===== config.mk =====
export PLATFORM = sky130hd
export DESIGN_NAME = sha1_hash_engine
export DESIGN_NICKNAME = d
export VERILOG_FILES = /design/src/design/sha1_pkg.sv /design/src/design/sha1_dp.sv /design/src/design/sha1_ctrl.sv /design/src/design/sha1_hash_engine.sv
export SDC_FILE = /design/constraint.sdc
export NUM_CORES = 2
export LEC_CHECK = 0
export BUFFER_PORTS_ARGS = -buffer_cell sky130_fd_sc_hd__buf_4
export CAP_MARGIN = 10
export CORE_UTILIZATION = 58
export CTS_CLUSTER_DIAMETER = 80
export CTS_CLUSTER_SIZE = 20
export DETAILED_ROUTE_END_ITERATION = 16
export GPL_TIMING_DRIVEN = 0
export HOLD_SLACK_MARGIN = 0.05
export PLACE_DENSITY = 0.77
export SLEW_MARGIN = 10
export SYNTH_ARGS = -nofsm -noshare
export SYNTH_HDL_FRONTEND = slang
export SYNTH_SLANG_ARGS = --single-unit

===== constraint.sdc =====
create_clock -name clk_i -period 12.7 [get_ports clk_i]
set_input_delay 1.905 -clock clk_i [delete_from_list [all_inputs] [get_ports clk_i]]
set_output_delay 1.905 -clock clk_i [all_outputs]
set_load 0.05 [all_outputs]

===== src/design/sha1_pkg.sv =====
// ----------------------------------------------------------------------------
// SHA-1 engine package
// Shared constants and the command/status bundles between control and datapath.
// ----------------------------------------------------------------------------
package sha1_pkg;

  typedef enum logic [1:0] {
    CMD_ABSORB        = 2'd0,
    CMD_ABSORB_FINISH = 2'd1,
    CMD_FINISH        = 2'd2
  } cmd_code_e;

  typedef enum logic [1:0] {
    BYTE_DATA,
    BYTE_PAD,
    BYTE_ZERO,
    BYTE_LEN
  } byte_sel_e;

  localparam int unsigned NumRounds = 80;
  localparam int unsigned RoundW    = 7;
  localparam int unsigned NumHash   = 5;
  localparam int unsigned IdxW      = 3;

  localparam logic [7:0] PadByte = 8'h80;

  localparam logic [31:0] K0 = 32'h5a827999;
  localparam logic [31:0] K1 = 32'h6ed9eba1;
  localparam logic [31:0] K2 = 32'h8f1bbcdc;
  localparam logic [31:0] K3 = 32'hca62c1d6;

  localparam logic [31:0] HashInit [NumHash] = '{
    32'h67452301, 32'hefcdab89, 32'h98badcfe, 32'h10325476, 32'hc3d2e1f0
  };

  typedef struct packed {
    logic              push;
    byte_sel_e         byte_sel;
    logic              latch_len;
    logic              len_plus8;
    logic              round;
    logic [RoundW-1:0] round_idx;
    logic              add;
    logic              reinit;
    logic [IdxW-1:0]   out_idx;
  } dp_cmd_t;

  typedef struct packed {
    logic [5:0] pos;
  } dp_status_t;

endpackage


===== src/design/sha1_dp.sv =====
// ----------------------------------------------------------------------------
// SHA-1 datapath
// Byte packing, 16-word schedule window, round registers and chaining words.
// ----------------------------------------------------------------------------
module sha1_dp import sha1_pkg::*; (
  input  logic        clk_i,
  input  logic        rst_ni,
  input  dp_cmd_t     cmd_i,
  input  logic [7:0]  data_byte_i,
  output dp_status_t  status_o,
  output logic [31:0] digest_word_o
);

  logic [31:0] h_q [NumHash];
  logic [31:0] w_q [16];
  logic [31:0] a_q, b_q, c_q, d_q, e_q;
  logic [23:0] part_q;
  logic [63:0] bit_count_q;
  logic [63:0] len_q;

  logic [5:0]  pos;
  logic [7:0]  byte_val;
  logic [63:0] len_sh;
  logic [5:0]  len_amt;
  logic [31:0] new_word;
  logic [31:0] f_val, k_val, t_val, w_next, x_val;

  assign pos      = bit_count_q[8:3];
  assign status_o.pos = pos;
  assign len_amt  = {~pos[2:0], 3'b000};
  assign len_sh   = len_q >> len_amt;
  assign new_word = {part_q, byte_val};
  assign digest_word_o = h_q[cmd_i.out_idx];

  always_comb begin
    case (cmd_i.byte_sel)
      BYTE_DATA: byte_val = data_byte_i;
      BYTE_PAD:  byte_val = PadByte;
      BYTE_LEN:  byte_val = len_sh[7:0];
      default:   byte_val = 8'h00;
    endcase
  end

  always_comb begin
    if (cmd_i.round_idx < RoundW'(20)) begin
      f_val = (b_q & c_q) | (~b_q & d_q);
      k_val = K0;
    end else if (cmd_i.round_idx < RoundW'(40)) begin
      f_val = b_q ^ c_q ^ d_q;
      k_val = K1;
    end else if (cmd_i.round_idx < RoundW'(60)) begin
      f_val = (b_q & c_q) | (b_q & d_q) | (c_q & d_q);
      k_val = K2;
    end else begin
      f_val = b_q ^ c_q ^ d_q;
      k_val = K3;
    end
    t_val  = {a_q[26:0], a_q[31:27]} + f_val + e_q + k_val + w_q[0];
    x_val  = w_q[13] ^ w_q[8] ^ w_q[2] ^ w_q[0];
    w_next = {x_val[30:0], x_val[31]};
  end

  always_ff @(posedge clk_i or negedge rst_ni) begin
    if (!rst_ni) begin
      bit_count_q <= '0;
      for (int i = 0; i < NumHash; i++) begin
        h_q[i] <= HashInit[i];
      end
    end else begin
      if (cmd_i.reinit) begin
        bit_count_q <= '0;
        for (int i = 0; i < NumHash; i++) begin
          h_q[i] <= HashInit[i];
        end
      end else begin
        if (cmd_i.push) begin
          bit_count_q <= bit_count_q + 64'd8;
        end
        if (cmd_i.add) begin
          h_q[0] <= h_q[0] + a_q;
          h_q[1] <= h_q[1] + b_q;
          h_q[2] <= h_q[2] + c_q;
          h_q[3] <= h_q[3] + d_q;
          h_q[4] <= h_q[4] + e_q;
        end
      end
    end
  end

  always_ff @(posedge clk_i) begin
    if (cmd_i.latch_len) begin
      len_q <= cmd_i.len_plus8 ? bit_count_q + 64'd8 : bit_count_q;
    end
    if (cmd_i.push) begin
      part_q <= new_word[23:0];
      a_q    <= h_q[0];
      b_q    <= h_q[1];
      c_q    <= h_q[2];
      d_q    <= h_q[3];
      e_q    <= h_q[4];
      if (pos[1:0] == 2'b11) begin
        for (int i = 0; i < 15; i++) begin
          w_q[i] <= w_q[i+1];
        end
        w_q[15] <= new_word;
      end
    end else if (cmd_i.round) begin
      a_q <= t_val;
      b_q <= a_q;
      c_q <= {b_q[1:0], b_q[31:2]};
      d_q <= c_q;
      e_q <= d_q;
      for (int i = 0; i < 15; i++) begin
        w_q[i] <= w_q[i+1];
      end
      w_q[15] <= w_next;
    end
  end

endmodule


===== src/design/sha1_ctrl.sv =====
// ----------------------------------------------------------------------------
// SHA-1 controller
// Sequences byte intake, padding, compression rounds and digest readout.
// ----------------------------------------------------------------------------
module sha1_ctrl import sha1_pkg::*; (
  input  logic            clk_i,
  input  logic            rst_ni,
  input  logic            in_valid_i,
  output logic            in_ready_o,
  input  logic [1:0]      command_i,
  output logic            out_valid_o,
  input  logic            out_ready_i,
  output logic [IdxW-1:0] word_index_o,
  output logic            last_word_o,
  input  dp_status_t      status_i,
  output dp_cmd_t         cmd_o
);

  typedef enum logic [2:0] {
    ST_IDLE,
    ST_COMP,
    ST_ADD,
    ST_PAD,
    ST_OUT
  } state_e;

  localparam logic [RoundW-1:0] LastRound = RoundW'(NumRounds - 1);
  localparam logic [IdxW-1:0]   LastIdx   = IdxW'(NumHash - 1);

  state_e            state_q;
  logic [RoundW-1:0] round_q;
  logic [IdxW-1:0]   idx_q;
  logic              fin_q, first_q, lenph_q, done_q;
  logic              block_end;

  assign block_end    = (status_i.pos == 6'd63);
  assign in_ready_o   = (state_q == ST_IDLE);
  assign out_valid_o  = (state_q == ST_OUT);
  assign word_index_o = idx_q;
  assign last_word_o  = (idx_q == LastIdx);

  always_comb begin
    cmd_o           = '0;
    cmd_o.byte_sel  = BYTE_DATA;
    cmd_o.round_idx = round_q;
    cmd_o.out_idx   = idx_q;
    case (state_q)
      ST_IDLE: begin
        if (in_valid_i) begin
          case (command_i)
            CMD_ABSORB: cmd_o.push = 1'b1;
            CMD_ABSORB_FINISH: begin
              cmd_o.push      = 1'b1;
              cmd_o.latch_len = 1'b1;
              cmd_o.len_plus8 = 1'b1;
            end
            CMD_FINISH: cmd_o.latch_len = 1'b1;
            default: ;
          endcase
        end
      end
      ST_COMP: cmd_o.round = 1'b1;
      ST_ADD:  cmd_o.add = 1'b1;
      ST_PAD: begin
        cmd_o.push = 1'b1;
        if (first_q) begin
          cmd_o.byte_sel = BYTE_PAD;
        end else if (lenph_q || status_i.pos == 6'd56) begin
          cmd_o.byte_sel = BYTE_LEN;
        end else begin
          cmd_o.byte_sel = BYTE_ZERO;
        end
      end
      ST_OUT:  cmd_o.reinit = out_ready_i && (idx_q == LastIdx);
      default: ;
    endcase
  end

  always_ff @(posedge clk_i or negedge rst_ni) begin
    if (!rst_ni) begin
      state_q <= ST_IDLE;
      round_q <= '0;
      idx_q   <= '0;
      fin_q   <= 1'b0;
      first_q <= 1'b0;
      lenph_q <= 1'b0;
      done_q  <= 1'b0;
    end else begin
      case (state_q)
        ST_IDLE: begin
          if (in_valid_i) begin
            case (command_i)
              CMD_ABSORB: begin
                fin_q <= 1'b0;
                if (block_end) state_q <= ST_COMP;
              end
              CMD_ABSORB_FINISH: begin
                fin_q   <= 1'b1;
                first_q <= 1'b1;
                lenph_q <= 1'b0;
                done_q  <= 1'b0;
                state_q <= block_end ? ST_COMP : ST_PAD;
              end
              CMD_FINISH: begin
                fin_q   <= 1'b1;
                first_q <= 1'b1;
                lenph_q <= 1'b0;
                done_q  <= 1'b0;
                state_q <= ST_PAD;
              end
              default: ;
            endcase
          end
        end
        ST_COMP: begin
          if (round_q == LastRound) begin
            round_q <= '0;
            state_q <= ST_ADD;
          end else begin
            round_q <= round_q + 1'b1;
          end
        end
        ST_ADD: begin
          idx_q <= '0;
          if (!fin_q) begin
            state_q <= ST_IDLE;
          end else if (done_q) begin
            state_q <= ST_OUT;
          end else begin
            state_q <= ST_PAD;
          end
        end
        ST_PAD: begin
          first_q <= 1'b0;
          if (!first_q && status_i.pos == 6'd56) lenph_q <= 1'b1;
          if (block_end) begin
            done_q  <= lenph_q;
            state_q <= ST_COMP;
          end
        end
        ST_OUT: begin
          if (out_ready_i) begin
            if (idx_q == LastIdx) begin
              idx_q   <= '0;
              fin_q   <= 1'b0;
              done_q  <= 1'b0;
              lenph_q <= 1'b0;
              state_q <= ST_IDLE;
            end else begin
              idx_q <= idx_q + 1'b1;
            end
          end
        end
        default: state_q <= ST_IDLE;
      endcase
    end
  end

endmodule


===== src/design/sha1_hash_engine.sv =====
// An absorb transfer takes one byte; a byte that fills the 64-byte block starts
// 80 rounds, one round per cycle, then the chaining add, and no new byte is
// accepted until they are done. A finish pads one byte per cycle, compresses
// each padded block the same way, then offers five digest transfers.
// Reset loads the SHA-1 initial chaining words and clears the bit count.
// ----------------------------------------------------------------------------
// SHA-1 hash engine top level
// Streaming SHA-1 with byte input, hardware padding and word-wise digest out.
// ----------------------------------------------------------------------------
module sha1_hash_engine import sha1_pkg::*; (
  input  logic        clk_i,
  input  logic        rst_ni,
  input  logic        in_valid_i,
  output logic        in_ready_o,
  input  logic [1:0]  command_i,
  input  logic [7:0]  data_byte_i,
  output logic        out_valid_o,
  input  logic        out_ready_i,
  output logic [31:0] digest_word_o,
  output logic [2:0]  word_index_o,
  output logic        last_word_o
);

  dp_cmd_t    cmd;
  dp_status_t status;

  sha1_ctrl u_ctrl (
    .clk_i        (clk_i),
    .rst_ni       (rst_ni),
    .in_valid_i   (in_valid_i),
    .in_ready_o   (in_ready_o),
    .command_i    (command_i),
    .out_valid_o  (out_valid_o),
    .out_ready_i  (out_ready_i),
    .word_index_o (word_index_o),
    .last_word_o  (last_word_o),
    .status_i     (status),
    .cmd_o        (cmd)
  );

  sha1_dp u_dp (
    .clk_i         (clk_i),
    .rst_ni        (rst_ni),
    .cmd_i         (cmd),
    .data_byte_i   (data_byte_i),
    .status_o      (status),
    .digest_word_o (digest_word_o)
  );

endmodule

Yosys cells after proc, flatten, opt, wreduce, memory -nomap -nowiden. Memories as Yosys holds them, arrays and structs flattened. Index checks and enable logic that the tools add are counted.

Flip-flop bits (word level): 489. Memory bits (writable): 512. Output and inout bits: 38. Logic and storage cells: 201. Memories: 1.

Memory list: u_dp.w_q (words 16, width 32, read ports 16, clocked after memory_dff 0, wr ports 16, line sha1_dp.sv:15) `logic [31:0] w_q [16];`.

Add/subtract/negate cells: 12. Order comparisons: 4. Eq/ne operators: 22. Shift-type cells: 1. Muxes and demuxes: 88. Bitwise operators: 31. Reductions and logical operators: 22.

Operators with widths (number): $mux W32 (33); $mux W160 (2); $add A32 B32 Y32 (9); $mux W64 (3); $xor A32 B32 Y32 (5); $and A32 B32 Y32 (4); $bmux W32 S3 (1); $or A32 B32 Y32 (3); $add A64 B4 Y64 const B (1); $shr A64 B6 Y8 (1); $not A32 Y32 (1); $mux W31 (1); $mux W3 (9); $pmux W8 S3 (1); $mux W1 (23); $or A1 B1 Y1 (16); $pmux W3 S5 (1); $lt A7 B6 Y1 const B (2); $eq A6 B6 Y1 const B (2); $reduce_and A6 Y1 (2); $reduce_bool A2 Y1 (6); $mux W2 (5); $ne A2 B1 Y1 const B (5); $reduce_and A5 Y1 (2); 29 further kinds (42).

Depth between registers and ports, before layout.
Word-level depth: 12. Mapped depth: 29. Mapped depth without buffers: 27.

By module. Synthesis repeated with hierarchy kept, for this count alone.

Cells, all modules: 4260. Area total of the unflattened synthesis: 51861.0 um2.

Modules (own cells, without submodules): sha1_dp (instances 1, cells an instance 4141, area an instance 50732.4 um2, sequential area each 28362.2 um2); sha1_ctrl (instances 1, cells an instance 119, area an instance 1128.6 um2, sequential area each 425.4 um2).

Worst setup path after synthesis. No wires, ideal clock.

Path type: input -> register. Start: input port command_i[0]. End: memory u_dp.w_q[0][0], enable pin. Data arrival time: 11.873 ns. Data required time: 9.021 ns. Setup slack: -2.853 ns. Stages: 11. Buffers on the path: 3. Path through: inv_1 > ha_1 > o21ai_0 > o21ai_0 > nand2b_1 > clkbuf_1 > clkinv_1 > nand2_1 > clkbuf_1 > buf_1 > nand2_1.

RTL lines: start, declared (line sha1_hash_engine.sv:15) `input logic [1:0] command_i,`; end, declared (line sha1_dp.sv:15).

Final worst setup path.
Start: register u_ctrl.round_q[4]. End: register u_dp.a_q[31] (data pin).

Longest elaborated chain between the ends: 10.

Ends and longest elaborated chain: start, declared (line sha1_ctrl.sv:31) `logic [RoundW-1:0] round_q;`; start signal, assigned (line sha1_ctrl.sv:120) `round_q <= round_q + 1'b1;`; $lt A7 B6 Y1 (line sha1_dp.sv:51) `end else if (cmd_i.round_idx < RoundW'(60)) begin`; $mux W32 (line sha1_dp.sv:51); $mux W32 (line sha1_dp.sv:48) `end else if (cmd_i.round_idx < RoundW'(40)) begin`; $mux W32 (line sha1_dp.sv:45) `if (cmd_i.round_idx < RoundW'(20)) begin`; $add A32 B32 Y32 (2 in a row) (line sha1_dp.sv:58) `t_val = {a_q[26:0], a_q[31:27]} + f_val + e_q + k_val + w_q[0];`; $add A32 B32 Y32 * (2 in a row) (line sha1_dp.sv:58); $mux W32 * (line sha1_dp.sv:107) `end else if (cmd_i.round) begin`; $mux W32 * (line sha1_dp.sv:94) `if (cmd_i.push) begin`; end signal, assigned (line sha1_dp.sv:96) `a_q <= h_q[0];`; end signal, assigned (line sha1_dp.sv:108) `a_q <= t_val;`; end, declared (line sha1_dp.sv:16) `logic [31:0] a_q, b_q, c_q, d_q, e_q;`.

Every way passes the cells marked *; elsewhere a longest branch is shown, timed or not. The select of a mux whose other input is x is not followed. A chain may end at the register's enable or synchronous reset.

==> results.yml <==
floorplan:
  core_area_um2: 87200
  initial_core_util_pct: 58.9
  die_h_um: 300
  io_pins: 52
  die_w_um: 300
  rows: 108
  dieArea_um2: 89700
setup_path:
  path_max_fanout: 11
  crit_family: "simple AND/OR/NAND/NOR gates"
  worstSetupPathType: "reg2reg"
  worstPathArrival_ns: 10.15
  required_ns: 13.10
  path_buf_inv: 7
  slowest_delay_ns: 0.91
  critPathLaunchType: "register"
  cp_slowest_cell: "buf_1"
  crit_path_end_kind: "register"
clocking:
  clkTransAtPathRegs_ns: 0.09
  cts.htree.levels: 2
  root_buffer: "clkbuf_16"
  cts_tree: "yes"
  postCtsHoldBufs: 0
  worstSkewPairLatency_ns: 0.70
  clk_path_buf_depth: 3
  cts_resized: 0
  numCtsBuffers: 60
  cts_sinks: 995
  postCtsSetupBuffers: 0
global_routing:
  grt_pass1_wl_mm: 210
  grt_usage_pct: 31.5
  grt_pass1_vias: 34000
  grt_max_degree: 123
  antenna_found_initial: 7
  overflow: 0
sta:
  hold_viol_final: 0
  min_period_ns: 9.74
  fin_tns_setup_ns: 0
  fmax_mhz: 103
  final-setup-viol-count: 0
  drv_slew: 0
  rsz0062_at_grt: "false"
  slew-limit-headroom_pct: 8.74
  worstMarginPinSlew_ns: 1.37
  skew_ns: 0.0503
  finalCritPeriodShare_pct: 76.7
cells_and_area:
  area_growth_pct: 8.08
  fillers: 6594
  final-seq-area_um2: 28800
  layout-drive-gt1-share_pct: 6.91
  final_nets: 4920
  multi_input_area_um2: 20900
yosys:
  yosys_warnings: 0
  ys_seq_area_share_pct: 56.1
  synth_cell_types: 86
  synth_flop_cell: "edfxtp_1"
  synth_most_common_cell: "edfxtp_1"
  yosys.area.top_type: "edfxtp_1"
  async_flop_share_pct: 23.9
  syn_area_um2: 51300
  synth_edf_count: 757
  synth.area.top_cells: "edfxtp_1, dfrtp_1, ha_1"
  synth_cells: 4419
  synth_top_area_share_pct: 44.3
  synth.avg_cell_area_um2: 11.6
  synthTopCellsByCount: "edfxtp_1, nand2_1, nor2_1, o21ai_0, a21oi_1"
  ys_seq_elements: 995
  synth_nets: 4786
placement:
  hpwl_mm: 104
  gp_congestion: 1.04
  port_buffers: 51
detailed_routing:
  drcViolationCount: 0
  wl_mm: 141
  wire_per_inst_um: 24.4
  drtIter0Drc: 4743
  vias: 36000
  firstDrtPassIters: 6
  ant_nets: 0
  post_drt_via_cell_ratio: 6.25
min_path:
  hp-class: "reg2reg"
run:
  cap_viol_max_count: 0
outcome:
  status: "complete, no violations"
[through the flow]
stage	std cells	instance area (µm²)	hold slack [ns]	setup slack (ns)	utilization, %
2_1_floorplan	4419	51300	0.400	2.40	-
3_3_place_gp	5625	53200	0.400	-1.71	61.0
3_5_place_dp	5646	53600	0.405	3.32	61.5
4_1_cts	5758	55500	0.392	3.30	63.7
5_1_grt	5760	55500	0.404	2.78	63.7
6_report	5762	55500	0.376	2.96	63.7
[registers in the layout, summed over array words and instances (netlist names)]
signal and count:
u_dp.h_q 160, u_ctrl.lenph_q 1, u_dp.len_q 61, u_dp.b_q 32
u_dp.bit_count_q 61, u_dp.part_q 24, u_dp.e_q 32, u_ctrl.word_index_o 3
u_dp.c_q 32, u_ctrl.first_q 1, u_ctrl.round_q 7, u_ctrl.fin_q 1
u_dp.d_q 32, u_dp.w_q 512, u_dp.a_q 32, u_ctrl.done_q 1
u_ctrl.state_q 3
[per-layer routing]
metal | vias to the layer above | share of wire [%] | track usage [%]
li1 | 16000 | - | -
met1 | 17600 | 41 | 45.1
met2 | 1964 | 43 | 46.0
met3 | 395 | 11 | 6.89
met4 | 4 | 5.3 | 14.9
met5 | - | 0.019 | 0
[layout make-up]
cell class,instances,share of cell area (%)
multi-input cells,2992,37.7
diodes,4,0.0180
flip-flops and latches,995,51.9
repair buffers,72,1.47
well taps,1155,2.60
inverters,258,1.75
clock buffers,97,2.99
clock inverters,15,0.327
plain buffers,174,1.22
[final timing paths]
path / startpoint / end / slack, ns / depth (start not counted)
worst min register to register: u_dp.w_q[11][30] / u_dp.w_q[10][30] / 0.38 / 0
min in group asynchronous: rst_ni / u_dp.h_q[58] / 1.24 / 2
max in group asynchronous: rst_ni / u_dp.h_q[99] / 10.51 / 3
worst min-delay path: u_dp.w_q[11][30] / u_dp.w_q[10][30] / 0.38 / 0
worst max register to register: u_ctrl.round_q[4] / u_dp.a_q[31] / 2.96 / 29
worst max-delay path: u_ctrl.round_q[4] / u_dp.a_q[31] / 2.96 / 29
[cells in the final DEF (no fill, tap or decap), types with 19 or more instances in the layout]
cell type | netlist | final
a21o_1 | 80 | 80
nand2b_1 | 35 | 35
inv_1 | 256 | 256
a22o_1 | 19 | 19
o31ai_1 | 40 | 40
clkbuf_1 | 141 | 175
buf_4 | 4 | 54
nand3_1 | 63 | 63
o21bai_1 | 28 | 28
mux4_2 | 45 | 45
a211oi_1 | 20 | 20
o21ai_0 | 292 | 292
xnor2_1 | 216 | 216
o32ai_1 | 21 | 21
and3_1 | 32 | 32
edfxtp_1 | 757 | 757
o21a_1 | 23 | 23
nand4_1 | 28 | 28
clkbuf_16 | 0 | 60
a21oi_1 | 290 | 290
nor2b_1 | 41 | 41
ha_1 | 229 | 229
nand2_1 | 677 | 676
nor3_1 | 33 | 32
xor2_1 | 108 | 108
buf_1 | 22 | 21
fa_1 | 124 | 124
nor2_1 | 303 | 302
dfrtp_1 | 158 | 158
dfstp_2 | 80 | 80
a31oi_1 | 30 | 30
[kinds of logic after synthesis]
group                      after synthesis  synth area share, %
AOI/OAI and AO/OA                      973                 11.6
xor gates and xnor gates               324                 5.53
adders and majority gates              353                 10.4
buffers and inverters                  432                 3.20
DFF                                    995                 56.1
muxes                                   62                 2.31
and+or+nand+nor                       1280                 10.9
Power is left out: the tool's default activity adds up to more than one toggle a clock period on the data nets, which glitch-free logic cannot reach.
